$ cat src/sv/assert_macros.svh
// ---------------------------------------------------------------------------
// Assertion macros used by the RTL
// ---------------------------------------------------------------------------
`ifndef ASSERT_MACROS_SVH
`define ASSERT_MACROS_SVH

// Same-cycle implication, sampled on clk, off during rst
`define ASSERT_IMPL(label, ante, cons) \
  label: assert property (@(posedge clk) disable iff (rst) (ante) |-> (cons)) \
    else $error("assertion failed");

// Next-cycle implication, sampled on clk, off during rst
`define ASSERT_NEXT(label, ante, cons) \
  label: assert property (@(posedge clk) disable iff (rst) (ante) |=> (cons)) \
    else $error("assertion failed");

`endif

$ cat src/sv/mf3x3_pkg.sv
`timescale 1ns / 1ps
// ---------------------------------------------------------------------------
// mf3x3_pkg
// Types and constants of the 3x3 median filter.
// ---------------------------------------------------------------------------
package mf3x3_pkg;

  localparam int WIDTH_W  = 11;
  localparam int HEIGHT_W = 12;
  localparam int CFG_W    = 12;
  localparam int POS_W    = 13;

  localparam logic OP_PIXEL = 1'b0;
  localparam logic OP_FLUSH = 1'b1;

  localparam logic REG_WIDTH  = 1'b0;
  localparam logic REG_HEIGHT = 1'b1;

  localparam logic [WIDTH_W-1:0]  WIDTH_RST  = 11'd640;
  localparam logic [HEIGHT_W-1:0] HEIGHT_RST = 12'd480;
  localparam logic [WIDTH_W-1:0]  WIDTH_MIN  = 11'd3;
  localparam logic [HEIGHT_W-1:0] HEIGHT_MIN = 12'd3;

  // pixels within this many rows or columns of the frame edge pass through
  localparam logic [POS_W-1:0] BORDER = 13'd2;

  localparam int FIFO_DEPTH = 8;
  localparam int FIFO_AW    = 3;
  localparam int CNT_W      = 4;

  typedef struct packed {
    logic       op;
    logic [7:0] pixel_in;
  } req_t;

  typedef struct packed {
    logic [7:0] pixel_out;
    logic       frame_last;
  } rsp_t;

  // one column entry of the line stores: a = row above, b = two rows above
  typedef struct packed {
    logic [7:0] a;
    logic [7:0] b;
  } line_t;

  typedef logic [2:0][2:0][7:0] win_t;

  typedef struct packed {
    logic has_result;
    logic border;
    logic last;
  } tag_t;

endpackage

$ cat src/sv/mf3x3_out_fifo.sv
`timescale 1ns / 1ps
// ---------------------------------------------------------------------------
// mf3x3_out_fifo
// Small result queue that decouples the filter pipeline from the consumer.
// ---------------------------------------------------------------------------
module mf3x3_out_fifo (
  input  logic                         clk,
  input  logic                         rst,
  input  logic                         push,
  input  mf3x3_pkg::rsp_t              din,
  input  logic                         pop,
  output mf3x3_pkg::rsp_t              dout,
  output logic                         valid,
  output logic [mf3x3_pkg::CNT_W-1:0]  count
);

  mf3x3_pkg::rsp_t                     slots [mf3x3_pkg::FIFO_DEPTH];
  logic [mf3x3_pkg::FIFO_AW-1:0]       wr_ptr, rd_ptr;

  always_ff @(posedge clk) begin
    if (push) begin
      slots[wr_ptr] <= din;
    end
  end

  always_ff @(posedge clk) begin
    if (rst) begin
      wr_ptr <= '0;
      rd_ptr <= '0;
      count  <= '0;
    end else begin
      if (push) begin
        wr_ptr <= wr_ptr + 1'b1;
      end
      if (pop) begin
        rd_ptr <= rd_ptr + 1'b1;
      end
      if (push && !pop) begin
        count <= count + 1'b1;
      end else if (pop && !push) begin
        count <= count - 1'b1;
      end
    end
  end

  assign dout  = slots[rd_ptr];
  assign valid = (count != '0);

endmodule

$ cat config.mk
export PLATFORM = sky130hd
export DESIGN_NAME = mf3x3_out_fifo
export DESIGN_NICKNAME = d
export VERILOG_FILES = /design/src/sv/assert_macros.svh /design/src/sv/mf3x3_pkg.sv /design/src/sv/mf3x3_out_fifo.sv
export SDC_FILE = /design/constraint.sdc
export NUM_CORES = 1
export LEC_CHECK = 0
export ABC_CLOCK_PERIOD_IN_PS = 2100
export BUFFER_PORTS_ARGS = -buffer_cell sky130_fd_sc_hd__buf_4
export CAP_MARGIN = 20
export CORE_MARGIN = 3
export CORE_UTILIZATION = 35
export CTS_CLUSTER_SIZE = 25
export DETAILED_ROUTE_END_ITERATION = 6
export GPL_ROUTABILITY_DRIVEN = 0
export HOLD_SLACK_MARGIN = 0.15
export RECOVER_POWER = 100
export SYNTH_ARGS = -nofsm -noshare
export SYNTH_HDL_FRONTEND = slang
export SYNTH_SLANG_ARGS = --single-unit
$ cat constraint.sdc
create_clock -name clk -period 2.1 [get_ports clk]
set_input_delay 0.42 -clock clk [delete_from_list [all_inputs] [get_ports clk]]
set_output_delay 0.42 -clock clk [all_outputs]
set_load 0.02 [all_outputs]
==> flow_metrics.tcl <==
set metrics [dict create \
    p_seq_share_pct 56.3 \
    cp_cell_sequence "buf_12, buf_16, mux4_2, mux2_4, buf_6" \
    syn2layout_area_growth_pct 16.95 \
    yosys_warnings 0 \
    portBuffers 26 \
    layout_common_cells "edfxtp_1, clkbuf_1, mux4_2, nor2_1, dfxtp_1" \
    grtUsageMet1_pct 16.67 \
    cts.path.max_buffers 2 \
    drive_above_1_share_pct 27.35 \
    grtUsageTotal_pct 12.07 \
    first_pass_iters 4 \
    drv_slew 0 \
    cellPowerDensity_nw_per_um2 861.5 \
    multi_input_area_um2 873.3 \
    skew_ns 0.004463 \
    fp-row-count 35 \
    critPathLaunchType "register" \
    ys_types 25 \
    seqCellArea_um2 2426 \
    hold_slack_ns 0.3295 \
    max_slew_margin_pct 51.25 \
    grt_antenna_before_repair 0 \
    start_util_pct 36.32 \
    dieWidth_um 104.4 \
    clock_latency_ns 0.34 \
    power.share.combinational_pct 14.8 \
    ys_seq_area_share_pct 71.49 \
    fin_nets 237 \
    wire_per_inst_um 17.57 \
    drtIter0Drc 91 \
    cts_max_level 3 \
    post-place-ws_ns 0.05395 \
    final_common_cell "edfxtp_1" \
    grt_use_met3_pct 3.352 \
    ys_seq_elements 85 \
    diodes 0 \
    dp_hpwl_um 3461 \
    critPathMaxStageDelay_ns 0.48 \
    cp-end-kind "output port" \
    clkPwrFrac_pct 28.9 \
    synth_area_leaders "edfxtp_1, mux4_1, dfxtp_1" \
    period_needed_ns 2.301 \
    syn_area_um2 3388 \
    grt_start_max_net_pins 19 \
    coreArea_um2 9328 \
    fp.dieH_um 104.4 \
    rsz0062_at_grt "yes" \
    worstMarginPinSlew_ns 0.7313 \
    met2_usage_pct 18.31 \
    leakage_nw 1.304 \
    violations "negative setup slack" \
    swShare_pct 24.62 \
    synth.net_count 191 \
    fin_crit_sh_pct 109.6 \
    p_int_mw 2.573 \
    root_buffer "clkbuf_8" \
    cts_tree "done" \
    power.net_switching_mw 0.8407 \
    hold_violations 0 \
    finalSetupViolations 9 \
    fillers 872 \
    status "complete, but fails checks" \
    cts_buffers 9 \
    crit_type "register to output port" \
    synth_area_leader_cell "edfxtp_1" \
    num_vias 1663 \
    pin_count 27 \
    cts_sinks 85 \
    arrival_ns 1.88 \
    die-area_um2 10900 \
    postLayoutCellArea_um2 3963 \
    detail-route-antenna-nets 0 \
    setup_ws_ns -0.2008 \
    max_freq_mhz 434.6 \
    grt_pass1_vias 1723 \
    placed_area_um2 3809 \
    vdd_drop_max_v 0.0003544 \
    grt_overflow 0 \
    drcViolationCount 0 \
    hp-class "primary input to register" \
    slowest_stage "mux4_2" \
    grt_pass1_wl_um 9777 \
    cp_data_required_time_ns 1.68 \
    drt-vias-per-instance 4.724 \
    maxCapViolCount 0 \
    grt.busiest_layer "met2" \
    ctsHoldBuffers 0 \
    syn_avg_cell_area_um2 19.70 \
    synthCells 172 \
    synth_top_area_share_pct 63.81 \
    wirelength_um 6186 \
    clkTransAtPathRegs_ns 0.08 \
    crit_fanout 5 \
]
==> registers in the layout, indices dropped and copies added (netlist names), named ones only <==
| signal | count |
|---|---|
| slots | 72 |
| count | 4 |
| rd_ptr | 3 |
| wr_ptr | 3 |
==> layout make-up <==
class	count	area share, %
clock buffers	10	3.221
clock inverters	6	0.9788
inverters	2	0.1895
multi-input cells	78	22.04
flip-flops and latches	85	61.23
well taps	129	4.073
repair buffers	42	8.273
==> through the flow <==
stage	std cells	utilization, %	setup TNS (ns)	power [mW]
global route	352	42.48	-2.129	3.571
global placement	332	40.83	0	2.407
finish	352	42.48	-1.610	3.414
CTS	354	43.96	-1.947	3.515
detailed placement	332	40.83	0	2.414
floorplan	172	-	0	2.240
==> synth_stat cells (all sizes together) <==
library cell	n
fa	1
edfxtp	72
mux4	18
a31oi	1
mux2i	3
a211oi	1
dfxtp	13
inv	2
nand2b	4
nor2b	1
clkbuf	3
xor2	3
xnor2	2
buf	4
nor2	18
a21oi	3
nand3	1
ha	5
nand2	4
mux2	10
or4	1
nor3	2
==> per-layer routing <==
layer,vias up,wire (µm)
met5,-,0
met4,0,69
met3,7,273
met2,42,2892
met1,847,2951
li1,767,-
==> worst paths after layout <==
| path | to | start | slack, ns | cells after the start |
|---|---|---|---|---|
| setup reg to reg | slots[0][6]$_DFFE_PP_ | wr_ptr[0]$_SDFFE_PP0P_ | 0.47 | 3 |
| setup / recovery | dout[1] | register | -0.20 | 5 |
| hold reg to reg | wr_ptr[0]$_SDFFE_PP0P_ | wr_ptr[0]$_SDFFE_PP0P_ | 0.51 | 2 |
| hold / removal | register | rst | 0.33 | 2 |
==> cell families after synthesis <==
group	Yosys count	synth area share, %
AOI/OAI and AO/OA	5	0.8494
xor gates and xnor gates	5	1.293
adders and majority gates	6	2.437
buffers and inverters	9	1.735
DFF	85	71.49
muxes	31	18.17
and+or+nand+nor	31	4.025
==> critical path, delay by kind of cell, from the launching register on <==
| family | cells | cell delay (ns) |
|---|---|---|
| buffers and inverters | 3 | 0.37 |
| flip-flops | 1 | 0.39 |
| multiplexers | 2 | 0.77 |
==> power groups by stage <==
stage | clock network (mW) | registers (mW) | logic [mW]
detailed placement | 0 | 1.96 | 0.458
global route | 1.09 | 1.93 | 0.546
finish | 0.985 | 1.92 | 0.506
CTS | 1.02 | 1.92 | 0.568
floorplan | 0 | 1.97 | 0.273
global placement | 0 | 1.96 | 0.452
==> what timing repair did <==
action / in CTS / in global routing
buffers inserted: 4 / 0
pin swaps: 0 / 0
resized for setup: 42 / 0
cloned: 3 / 0
endpoints found under the setup margin: 9 / 9
Note: power is estimated with default switching activity, not from simulation.
