<file path="config.mk">
export PLATFORM = sky130hd
export DESIGN_NAME = mf3x3_median
export DESIGN_NICKNAME = d
export VERILOG_FILES = /design/src/sv/assert_macros.svh /design/src/sv/mf3x3_pkg.sv /design/src/sv/mf3x3_median.sv
export SDC_FILE = /design/constraint.sdc
export NUM_CORES = 1
export LEC_CHECK = 0
export ABC_AREA = 1
export BUFFER_PORTS_ARGS = -buffer_cell sky130_fd_sc_hd__buf_2
export CAP_MARGIN = 0
export CORE_UTILIZATION = 45
export CTS_CLUSTER_DIAMETER = 50
export DETAILED_ROUTE_END_ITERATION = 10
export REMOVE_ABC_BUFFERS = 1
export SYNTH_ARGS = -nofsm -noshare
export SYNTH_HDL_FRONTEND = slang
export SYNTH_SLANG_ARGS = --single-unit
export TNS_END_PERCENT = 20
</file>
<file path="constraint.sdc">
create_clock -name clk -period 20.8 [get_ports clk]
set_clock_uncertainty 0.15 [all_clocks]
set_input_delay 3.12 -clock clk [delete_from_list [all_inputs] [get_ports clk]]
set_output_delay 3.12 -clock clk [all_outputs]
set_load 0.02 [all_outputs]
</file>
<file path="src/sv/assert_macros.svh">
// ---------------------------------------------------------------------------
// Assertion macros used by the RTL
// ---------------------------------------------------------------------------
`ifndef ASSERT_MACROS_SVH
`define ASSERT_MACROS_SVH

// Same-cycle implication, sampled on clk, off during rst
`define ASSERT_IMPL(label, ante, cons) \
  label: assert property (@(posedge clk) disable iff (rst) (ante) |-> (cons)) \
    else $error("assertion failed");

// Next-cycle implication, sampled on clk, off during rst
`define ASSERT_NEXT(label, ante, cons) \
  label: assert property (@(posedge clk) disable iff (rst) (ante) |=> (cons)) \
    else $error("assertion failed");

`endif

</file>
<file path="src/sv/mf3x3_pkg.sv">
`timescale 1ns / 1ps
// ---------------------------------------------------------------------------
// mf3x3_pkg
// Types and constants of the 3x3 median filter.
// ---------------------------------------------------------------------------
package mf3x3_pkg;

  localparam int WIDTH_W  = 11;
  localparam int HEIGHT_W = 12;
  localparam int CFG_W    = 12;
  localparam int POS_W    = 13;

  localparam logic OP_PIXEL = 1'b0;
  localparam logic OP_FLUSH = 1'b1;

  localparam logic REG_WIDTH  = 1'b0;
  localparam logic REG_HEIGHT = 1'b1;

  localparam logic [WIDTH_W-1:0]  WIDTH_RST  = 11'd640;
  localparam logic [HEIGHT_W-1:0] HEIGHT_RST = 12'd480;
  localparam logic [WIDTH_W-1:0]  WIDTH_MIN  = 11'd3;
  localparam logic [HEIGHT_W-1:0] HEIGHT_MIN = 12'd3;

  // pixels within this many rows or columns of the frame edge pass through
  localparam logic [POS_W-1:0] BORDER = 13'd2;

  localparam int FIFO_DEPTH = 8;
  localparam int FIFO_AW    = 3;
  localparam int CNT_W      = 4;

  typedef struct packed {
    logic       op;
    logic [7:0] pixel_in;
  } req_t;

  typedef struct packed {
    logic [7:0] pixel_out;
    logic       frame_last;
  } rsp_t;

  // one column entry of the line stores: a = row above, b = two rows above
  typedef struct packed {
    logic [7:0] a;
    logic [7:0] b;
  } line_t;

  typedef logic [2:0][2:0][7:0] win_t;

  typedef struct packed {
    logic has_result;
    logic border;
    logic last;
  } tag_t;

endpackage

</file>
<file path="src/sv/mf3x3_median.sv">
`timescale 1ns / 1ps
// ---------------------------------------------------------------------------
// mf3x3_median
// Two-stage median of nine: column sort, then max/med/min merge.
// ---------------------------------------------------------------------------
module mf3x3_median (
  input  logic               clk,
  input  logic               rst,
  input  logic               in_valid,
  input  mf3x3_pkg::win_t    win,
  input  mf3x3_pkg::tag_t    tag,
  output logic               push,
  output mf3x3_pkg::rsp_t    result
);

  function automatic logic [7:0] min2(input logic [7:0] x, input logic [7:0] y);
    return (x < y) ? x : y;
  endfunction

  function automatic logic [7:0] max2(input logic [7:0] x, input logic [7:0] y);
    return (x < y) ? y : x;
  endfunction

  function automatic logic [7:0] med3(input logic [7:0] x, input logic [7:0] y,
                                      input logic [7:0] z);
    return max2(min2(x, y), min2(max2(x, y), z));
  endfunction

  logic [2:0][7:0] lo, mid, hi;
  logic [2:0][7:0] lo_next, mid_next, hi_next;
  logic [7:0]      centre_a;
  mf3x3_pkg::tag_t tag_a;
  logic            valid_a;
  logic [7:0]      lo_max, mid_med, hi_min, med;

  // sort each window column
  always_comb begin
    for (int c = 0; c < 3; c++) begin
      lo_next[c]  = min2(min2(win[0][c], win[1][c]), win[2][c]);
      hi_next[c]  = max2(max2(win[0][c], win[1][c]), win[2][c]);
      mid_next[c] = med3(win[0][c], win[1][c], win[2][c]);
    end
  end

  always_ff @(posedge clk) begin
    lo       <= lo_next;
    mid      <= mid_next;
    hi       <= hi_next;
    centre_a <= win[1][1];
    tag_a    <= tag;
  end

  always_ff @(posedge clk) begin
    if (rst) begin
      valid_a <= 1'b0;
      push    <= 1'b0;
    end else begin
      valid_a <= in_valid;
      push    <= valid_a && tag_a.has_result;
    end
  end

  assign lo_max  = max2(max2(lo[0], lo[1]), lo[2]);
  assign hi_min  = min2(min2(hi[0], hi[1]), hi[2]);
  assign mid_med = med3(mid[0], mid[1], mid[2]);
  assign med     = med3(lo_max, mid_med, hi_min);

  always_ff @(posedge clk) begin
    result.pixel_out  <= tag_a.border ? centre_a : med;
    result.frame_last <= tag_a.last;
  end

endmodule

</file>
==> flow_summary.ini <==
[clock_network]
path_clk_slew_ps = 60
cts_tree = yes
cts_resized = 0
cts_root_buf = clkbuf_16
clock-sinks = 94
cts_hold_buffers = 0
h-tree-depth = 3
clock_path_buffers = 2
clk_latency_ps = 350
cts_made_buffers = 9
cts_setup_buffers = 0

[cells_and_area]
nNetsFinal = 1511
drive_gt1_share_pct = 10.5
synthToLayoutAreaGrowth_pct = 11.8
fin_cells = 1511
multi_input_area_sq_um = 5480
num_antenna_cells = 0
nFillCells = 1783
regArea_sq_um = 1880

[place]
portBuffers = 87
placed_cells = 1496
gp_congestion = 0.842
dpl.hpwl_mm = 16.4
pre_cts_ws_ps = 12220

[setup_path]
start_kind = flop
cp_max_fo = 31
reg2reg_from = mid[15]
end_kind = flop
arrival_ps = 8910
crit_required_ps = 20950
rr_endpoint = result[6]
crit_slowest_cell = a211oi_2
criticalPathCategory = flop to flop
r2r_slack_ps = 12050
slowest_delay_ps = 560
rr_worst_depth = 42

[min_path]
hold_path_end = result[0]
min-delay-start = tag_a[0]
min_path_type = flop to flop
holdPathStages = 0

[logic_synthesis]
synthTopCellsByArea = ha_1, dfxtp_1, nand2_1
syn_avg_cell_area_sq_um = 6.67
synth.top_cell.area_share_pct = 23.3
synth_top_cell_by_area = ha_1
synth.distinct_cells = 30
synth_area_sq_um = 8100
ys.flop_type = dfxtp_1
netlist_instances = 1215
async_flop_share_pct = 0
synth_seq_cells = 94
ys_seq_area_share_pct = 23.2
ys_warn_count = 0
synth_edf_count = 0

[sta]
setup-violations-final = 0
min_period_over_period_pct = 42.1
setup_slack_ps = 12050
rsz0062_at_grt = false
min_period_ps = 8750
maxSlewViolCount = 0
whs_ps = 181
hold_viol_final = 0
relSlewSlack_pct = 31.9
worstMarginPinSlew_ps = 1020
max_clock_freq_ghz = 0.114
setup_tns_ps = 0

[grt]
grt_pass1_vias = 6711
grt_overflow_total = 0
antenna_found_initial = 0
grt_max_degree = 33
grt.total_usage_pct = 22.2
grt_pass1_wl_mm = 32.1

[detailed_routing]
vias_per_cell = 5.04
drt-pass1-iter-count = 5
antenna_left = 0
drt-total-wl_mm = 19.5
drt-wirelength-per-cell_um = 12.9
drc_errors = 0
num_vias = 7617
drtIter0Drc = 464

[flow_run]
cap_violations = 0

[floorplan]
die_h_um = 136
initial_core_util_pct = 46.5
core_area_sq_um = 17400
die_x_um = 136
fp-row-count = 48
pin_count = 88
dieArea_sq_um = 18500

[run_status]
outcome = finished, final reports clean
cell type report:
type                            instances  area share, %
Sequential cell                        94           20.8
Multi-Input combinational cell        924           60.5
Timing Repair Buffer                   93           5.31
Clock buffer                           11           2.79
Inverter                              160           6.63
Tap cell                              225           3.11
Clock inverter                          4          0.857
logic make-up after synthesis:
family,after synthesis,share of synthesized area (%)
DFF,94,23.2
and+or+nand+nor,436,22.0
buffers and inverters,197,9.19
adders and majority gates,151,23.3
AOI/OAI and AO/OA,337,22.3
Yosys cell counts, types with 2 or more instances:
| cell type | n |
|---|---|
| nand3_1 | 36 |
| o21ai_1 | 10 |
| nor2_1 | 57 |
| nand2_1 | 311 |
| o211ai_1 | 26 |
| a21boi_1 | 2 |
| nand2_2 | 16 |
| clkbuf_1 | 34 |
| inv_1 | 157 |
| dfxtp_1 | 94 |
| a21o_1 | 2 |
| o21bai_1 | 2 |
| o21ai_0 | 191 |
| o21a_1 | 2 |
| a211oi_2 | 2 |
| nand4_1 | 10 |
| a211oi_1 | 5 |
| nand2_4 | 3 |
| inv_2 | 2 |
| ha_1 | 151 |
| a21oi_1 | 93 |
worst max-delay path by stage:
stage | to | from | slack, ps | cells after the start
finish | result[6] | mid[15] | 12050 | 42
global route | result[6] | mid[13] | 11040 | 40
CTS | result[1] | mid[15] | 12100 | 42
detailed placement | result[1] | mid[15] | 12220 | 42
global placement | result[1] | mid[15] | 12350 | 42
floorplan | mid[16] | win[41] | 12500 | 22
placed cells by master, fill, tap and decap left out, types with 2 or more instances in the layout:
cell and n:
a21boi_1 2, bufinv_16 2, nand2_4 3, a211oi_2 2
o21ai_2 2, a21o_1 2, nand2_2 16, buf_4 6
clkbuf_16 9, dfxtp_1 94, ha_1 151, o21ai_1 9
inv_2 2, o21a_1 2, nor2_1 57, o21bai_1 2
clkbuf_8 2, o211ai_1 26, a211oi_1 5, buf_2 87
nand3_1 36, nand4_1 10, nand2_1 311, inv_6 2
inv_1 157, a21oi_1 93, o21ai_0 191
critical path: cells and delay by family (launching register included):
kind / cells / cell delay (ps)
buffers and inverters: 3 / 340
adders and majority gates: 6 / 1830
DFF: 1 / 300
and+or+nand+nor: 19 / 2160
AOI/OAI and AO/OA: 14 / 3920
stage by stage:
step,instance area (sq um),utilization (%)
2_1_floorplan,7960,-
3_3_place_gp,8720,50.1
3_5_place_dp,8720,50.1
4_1_cts,9050,52.0
5_1_grt,9050,52.0
6_report,9050,52.0
state kept, by name, summed over array words and instances (netlist names):
register,flops
centre_a,8
hi,24
result,9
mid,24
push,1
lo,24
valid_a,1
tag_a,3
layer usage:
metal / up-vias / track usage [%] / part of all wire [%]
li1: 4192 / - / -
met1: 3291 / 30.7 / 50
met2: 116 / 35.6 / 45
met3: 18 / 3.54 / 3.3
met4: 0 / 5.99 / 1.6
met5: - / 0 / 0
Power is left out: the tool's default activity adds up to more than one toggle a clock period on the data nets, which glitch-free logic cannot reach.
